$ cat src/hw/rtl/q2e_delay.sv
`timescale 1ns / 1ps
// Enabled shift line that keeps side data aligned with the pipeline.
// Depends on nothing.
module q2e_delay #(
  parameter int W     = 8,
  parameter int DEPTH = 4
) (
  input  logic         clk,
  input  logic         en,
  input  logic [W-1:0] d_i,
  output logic [W-1:0] q_o
);

  logic [W-1:0] tap_r [DEPTH];

  always_ff @(posedge clk) begin
    if (en) begin
      tap_r[0] <= d_i;
      for (int k = 1; k < DEPTH; k++) tap_r[k] <= tap_r[k-1];
    end
  end

  assign q_o = tap_r[DEPTH-1];

endmodule

$ cat config.mk
export PLATFORM = sky130hd
export DESIGN_NAME = q2e_delay
export DESIGN_NICKNAME = d
export VERILOG_FILES = /design/src/hw/rtl/q2e_delay.sv
export SDC_FILE = /design/constraint.sdc
export NUM_CORES = 1
export LEC_CHECK = 0
export ABC_AREA = 1
export BUFFER_PORTS_ARGS = -buffer_cell sky130_fd_sc_hd__buf_2
export CORE_UTILIZATION = 50
export CTS_BUF_LIST = sky130_fd_sc_hd__clkbuf_4 sky130_fd_sc_hd__clkbuf_8 sky130_fd_sc_hd__clkbuf_16
export CTS_CLUSTER_DIAMETER = 150
export CTS_CLUSTER_SIZE = 8
export DETAILED_ROUTE_END_ITERATION = 16
export PLACE_DENSITY_LB_ADDON = 0.15
export REMOVE_ABC_BUFFERS = 1
export SLEW_MARGIN = 30
export SYNTH_ARGS = -nofsm -noshare
export SYNTH_HDL_FRONTEND = slang
export SYNTH_SLANG_ARGS = --single-unit
export TNS_END_PERCENT = 1
$ cat constraint.sdc
create_clock -name clk -period 1 [get_ports clk]
set_clock_uncertainty 0.15 [all_clocks]
set_input_delay 0.15 -clock clk [delete_from_list [all_inputs] [get_ports clk]]
set_output_delay 0.15 -clock clk [all_outputs]
set_load 0.01 [all_outputs]
After elaboration in Yosys (flattened, before gate mapping)
Memory sizes are Yosys's and may differ from the RTL's.
Cells that the tools add are included.

operators by class
  muxes and demuxes = 2

operators by type and width
  cell     number
  $mux W1  2

word-level totals
  word-level logic and storage cells = 3
  flip-flop bits (word level) = 0
  input bits = 10
  output and inout port bits = 8
  memory bits (writable) = 32
  memories kept = 1

memory list
  memory  depth  bits a word  rd ports  clocked after Yosys merged registers in  write ports  line  RTL
  tap_r   4      8            4         0                                        4            14    logic [W-1:0] tap_r [DEPTH];

Depth between registers and ports, before layout
Gate-level depths: netlist of the first run.

  word-level depth = 2
  mapped depth = 0

Worst setup path after synthesis of the first run
No wires, ideal clock.

  path kind = reg-to-reg
  start point = memory tap_r[0][0]
  end point = memory tap_r[1][0], data pin
  library setup time = 0.266 ns
  cell stages (with the launch flop) = 1
  arrival = 0.323 ns
  setup slack = 0.261 ns
  cell sequence = edfxtp_1

RTL lines
  what         line
  from (decl)  14

==> results of run 1 <==
[cell usage after synthesis (all sizes together)]
cell	n
edfxtp	32
[metal layers]
metal	track usage [%]	wire length, µm	up-vias
met5	0	0	-
li1	-	-	197
met1	12.2	456	186
met3	8.33	78	3
met2	21.1	565	23
met4	8.82	21	0
[per-stage QoR]
| step | hold WS, ns | TNS (ns) | instances | setup WS [ns] |
|---|---|---|---|---|
| 4_1_cts | 0.0921 | -1.13 | 92 | -0.161 |
| 5_1_grt | 0.0991 | -1.39 | 92 | -0.192 |
| 2_1_floorplan | 0.0989 | 0 | 32 | 0.261 |
| 3_3_place_gp | 0.177 | 0 | 76 | 0.117 |
| 6_report | 0.111 | -0.938 | 92 | -0.133 |
| 3_5_place_dp | 0.178 | 0 | 76 | 0.105 |
[what timing repair did]
item,in CTS,in global routing
endpoints found under the setup margin,8,8
setup buffers,0,0
hold buffers,8,0
pin swaps,0,0
endpoints found under the hold margin,8,0
[how the worst max path moves through the flow]
| stage | end | slack [ns] | depth (start not counted) |
|---|---|---|---|
| 6_report | q_o[1] | -0.13 | 1 |
| 5_1_grt | q_o[4] | -0.19 | 1 |
| 4_1_cts | q_o[1] | -0.16 | 1 |
| 3_5_place_dp | tap_r[3][4] | 0.11 | 2 |
| 3_3_place_gp | tap_r[3][4] | 0.12 | 2 |
| 2_1_floorplan | tap_r[1][0] | 0.26 | 0 |
[report_power, final]
part	internal, mW	switching [mW]
sequential	1.58	0.0216
combinational	0.0599	0.0499
clock	0.324	0.370
[layout by cell type, fill, tap and decap left out]
cell,instances
buf_2,17
buf_12,2
clkbuf_4,7
clkinv_1,1
dlygate4sd3_1,8
edfxtp_1,32
[logic make-up (layout without fill, tap and decap cells)]
group	after synthesis	after routing	synth area share [%]
buf+inv	0	35	0
flops	32	32	100
[final cells by class]
class / instances / area, µm² / share of cell area [%]
Clock inverter: 1 / 3.75 / 0.299
Clock buffer: 7 / 52.6 / 4.19
Tap cell: 25 / 31.3 / 2.50
Sequential cell: 32 / 961 / 76.6
Timing Repair Buffer: 27 / 205 / 16.4
==> summary.md, run 1 <==
| Metric | Value |
|---|---|
| GRT Total Usage | 13.2% |
| Max IR drop VDD | 1320 µV |
| Gates resized, CTS repair | 0 |
| Worst Hold End | tap_r[2][6] |
| Max_cap viols | 0 |
| Initial DRC Count | 13 |
| Grt total ovfl | 0 |
| Worst-Skew Late Latency | 0.31 ns |
| Final wirelength | 1.12 mm |
| Synth Cell Area | 961 µm² |
| Final instance area | 1250 µm² |
| Util after Layout | 71.1% |
| Post-synth top area share | 100% |
| Antenna violations before repair | 0 |
| CP top delay family | flip-flops |
| Input/output buffers | 17 |
| Clock period minus final worst setup slack | 1.13 ns |
| Post-Synthesis Cells | 32 |
| Root buf cell | clkbuf_4 |
| Crit Path Max Fanout | 1 |
| Fraction of layout cells with a size suffix above 1 | 38.8% |
| WL per Instance | 12.2 µm |
| Initial Util | 54.5% |
| Top reg by flops | tap_r |
| GPL Wtd Cong | 0.614 |
| Post-route antenna net violation count | 0 |
| Die height | 45.8 µm |
| F_max | 883 MHz |
| Fill count | 120 |
| Core area | 1760 µm² |
| TritonCTS Buffers | 5 |
| CTS tree | yes |
| Power density over the cells | 1920 nW/µm² |
| Final worst slack | -0.133 ns |
| Worst min path class | in2reg |
| Hold path depth | 2 |
| Arrival time at the worst endpoint | 0.83 ns |
| Yosys warns | 0 |
| Flops & latches, synth | 32 |
| CP Launch Point | tap_r[3][1] |
| Final-stage net count | 76 |
| Final slew viol count | 0 |
| Largest net degree at the start of global routing | 17 |
| Die area | 2100 µm² |
| Max stage delay on crit path | 0.37 ns |
| Clock sinks | 32 |
| Vias per inst | 4.45 |
| Post-place instance area | 1120 µm² |
| Ant. Diodes | 0 |
| Period utilization | 113% |
| Power, Total | 2.40 mW |
| Avg Cell Area, Syn | 30.0 µm² |
| CP max-delay cell | edfxtp_1 |
| Unrepaired setup endpoints after global routing | yes |
| Worst Setup End Kind | output port |
| Footprint of the multi-input gates | 0 µm² |
| # rows | 15 |
| DR DRC count | 0 |
| Hold_sp | en |
| Worst slew pin tran | 0.106 ns |
| Drt first pass iters | 3 |
| H-tree depth | 2 |
| Worst EP required | 0.70 ns |
| Endpoints failing setup | 8 |
| Largest regs | tap_r x32 |
| Static Leak | 0.466 nW |
| CP Launch Type | flop |
| R2r setup slk | 0.21 ns |
| Worst Path Buf+Inv | 1 |
| Synth area leaders | edfxtp_1 (100%) |
| Max FFs per register | 32 |
| Synthesis-to-layout area growth | 30.5% |
| Die X | 45.8 µm |
| Top Ports | 18 |
| Count of final hold-check violations | 0 |
| Critical path class | reg2out |
| Register clock-pin slew on the reported worst setup and hold paths | 0.09 ns |
| Vias in the first global route | 391 |
| R2r endpoint | tap_r[2][3] |
| Yosys top cell by area | edfxtp_1 |
| Distinct cells, synth | 1 |
| Cell count of the worst reg-to-reg path | 0 |
| Clock tree buffer depth | 2 |
| Detailed-route via count | 409 |
| CP Cell Sequence | buf_2 |
| Worst reg2reg startpoint | tap_r[1][3] |
| Max_slew headroom | 93.0% |
| Global-route wire length before repair | 1.61 mm |
| Register area share after synthesis | 100% |
| Failing checks | negative setup slack |
| #MultiIn Comb | 0 |
| Status | finished, violations left |
Note: power is estimated with default switching activity, not from simulation.
==> run 2, diff against run 1 <==
--- a/config.mk
+++ b/config.mk
@@ -7,7 +7,9 @@
 export LEC_CHECK = 0
 export ABC_AREA = 1
 export BUFFER_PORTS_ARGS = -buffer_cell sky130_fd_sc_hd__buf_2
-export CORE_UTILIZATION = 50
+export CELL_PAD_IN_SITES_DETAIL_PLACEMENT = 1
+export CELL_PAD_IN_SITES_GLOBAL_PLACEMENT = 1
+export CORE_UTILIZATION = 45
 export CTS_BUF_LIST = sky130_fd_sc_hd__clkbuf_4 sky130_fd_sc_hd__clkbuf_8 sky130_fd_sc_hd__clkbuf_16
 export CTS_CLUSTER_DIAMETER = 150
 export CTS_CLUSTER_SIZE = 8
==> run 2 against run 1 <==
Compared with the run above:
- die area rose by 11%
- clock power fell by 5.8%
- wire length up 6.4%
- the run still ends with negative setup slack left
- global-route usage is 0.93 points lower
- critical path type unchanged
- critical path depth is the same
- design area shrank 0.20%
- highest routed layer unchanged
- sequential share of layout area increased by 0.15 points
==> summary.md, run 2 (same netlist as run 1, synthesis figures left out) <==
| Metric | Value |
|---|---|
| Status | finished, violations left |
| Failing checks | negative setup slack |
| Top reg by flops | tap_r |
| Comb power frac | 4.7% |
| Static Leak | 0.465 nW |
| Setup TNS | -0.982 ns |
| Worst EP required | 0.70 ns |
| Worst Path Buf+Inv | 1 |
| Final worst slack | -0.130 ns |
| F_max | 885 MHz |
| Top Ports | 18 |
| Most frequent cells in the layout | edfxtp_1 (32), buf_2 (17), dlygate4sd3_1 (8), clkbuf_4 (5) |
| Power density over the cells | 1890 nW/µm² |
| Max stage delay on crit path | 0.37 ns |
| Fill count | 156 |
| Post-place setup slack | 0.0938 ns |
| GPL Wtd Cong | 0.642 |
| Drt first pass iters | 2 |
| Psw | 468 µW |
| CP Cell Sequence | buf_2 |
| Grt total ovfl | 0 |
| Reg power frac | 67.7% |
| TritonCTS Buffers | 5 |
| Final-stage net count | 76 |
| Footprint of the multi-input gates | 0 µm² |
| Register clock-pin slew on the reported worst setup and hold paths | 0.09 ns |
| Unrepaired setup endpoints after global routing | yes |
| Antenna violations before repair | 0 |
| H-tree depth | 2 |
| Worst Setup End Kind | output port |
| Max_cap viols | 0 |
| Largest net degree at the start of global routing | 17 |
| Die area | 2320 µm² |
| Die X | 48.2 µm |
| Clock period minus final worst setup slack | 1.13 ns |
| Worst slew pin tran | 0.111 ns |
| Vias in the first global route | 424 |
| Count of final hold-check violations | 0 |
| Worst min path class | in2reg |
| Ant. Diodes | 0 |
| Util after Layout | 63.1% |
| Pint | 1.89 mW |
| Vias per inst | 4.51 |
| Period utilization | 113% |
| CP top delay family | flip-flops |
| CTS tree | yes |
| Register area | 961 µm² |
| Fraction of layout cells with a size suffix above 1 | 38.8% |
| Clock tree buffer depth | 2 |
| WL per Instance | 12.7 µm |
| #MultiIn Comb | 0 |
| Die height | 48.2 µm |
| Detailed-route via count | 424 |
| Crit Path Max Fanout | 1 |
| Final wirelength | 1.19 mm |
| Root buf cell | clkbuf_4 |
| Arrival time at the worst endpoint | 0.83 ns |
| Critical path class | reg2out |
| GRT Total Usage | 12.3% |
| Worst-Skew Late Latency | 0.32 ns |
| Initial DRC Count | 3 |
| # rows | 16 |
| Max_slew headroom | 92.6% |
| Global-route wire length before repair | 1.72 mm |
| DR DRC count | 0 |
| CP Launch Type | flop |
| Clock sinks | 32 |
| Max IR drop VDD | 1020 µV |
| CP max-delay cell | edfxtp_1 |
| Post-route antenna net violation count | 0 |
| Endpoints failing setup | 8 |
| Input/output buffers | 17 |
| Core area | 1980 µm² |
| Synthesis-to-layout area growth | 30.2% |
| Clock share of power | 27.7% |
| Commonest non-fill, non-tap cell in the layout | edfxtp_1 |
| Largest regs | tap_r x32 |
| Final slew viol count | 0 |
| Post-CTS setup buffers | 0 |
| Initial Util | 48.5% |
| Switching share of power | 19.8% |
| Max FFs per register | 32 |
[run 2: changes by cell type in the layout (fill, tap and decap cells not counted), sizes merged]
cell | before | now
clkbuf | 7 | 5
clkinv | 1 | 3
[run 2: layout make-up]
class / count / share of cell area (%)
flip-flops and latches: 32 / 76.8
repair buffers: 27 / 16.4
clock buffers: 5 / 3.00
well taps: 27 / 2.70
clock inverters: 3 / 1.10
[run 2: repair_timing]
action	CTS	global route
hold buffers	8	0
endpoints found under the setup margin	8	8
resized for setup	0	0
pin swaps	0	0
hold endpoints to repair	8	0
[run 2: final timing paths]
check | slack, ns | endpoint | depth (start not counted) | from
worst max-delay path | -0.13 | q_o[7] | 1 | tap_r[3][7]
worst min-delay path | 0.11 | tap_r[0][5] | 2 | en
worst min register to register | 0.28 | tap_r[3][0] | 0 | tap_r[2][0]
worst max register to register | 0.20 | tap_r[2][1] | 0 | tap_r[1][1]
[run 2: per-layer routing]
| metal | global-route usage [%] | share of wire [%] | vias up |
|---|---|---|---|
| li1 | - | - | 198 |
| met5 | 0 | 0 | - |
| met3 | 7.04 | 7.8 | 3 |
| met4 | 8.33 | 1.2 | 0 |
| met1 | 12.1 | 40 | 201 |
| met2 | 19.5 | 51 | 22 |
[run 2: metrics by stage]
stage | power (mW) | std cells | hold WS, ns | cell area, µm²
finish | 2.36 | 94 | 0.107 | 1250
global route | 2.47 | 94 | 0.0960 | 1250
CTS | 2.39 | 94 | 0.0960 | 1250
detailed placement | 1.72 | 78 | 0.180 | 1120
global placement | 1.70 | 78 | 0.176 | 1120
floorplan | 1.63 | 32 | 0.0989 | 961
[run 2: power groups by stage]
stage	logic (mW)	clock network (mW)	registers, mW
finish	0.110	0.654	1.60
global route	0.121	0.738	1.61
CTS	0.110	0.680	1.60
detailed placement	0.0867	0	1.63
global placement	0.0811	0	1.62
floorplan	0	0	1.63
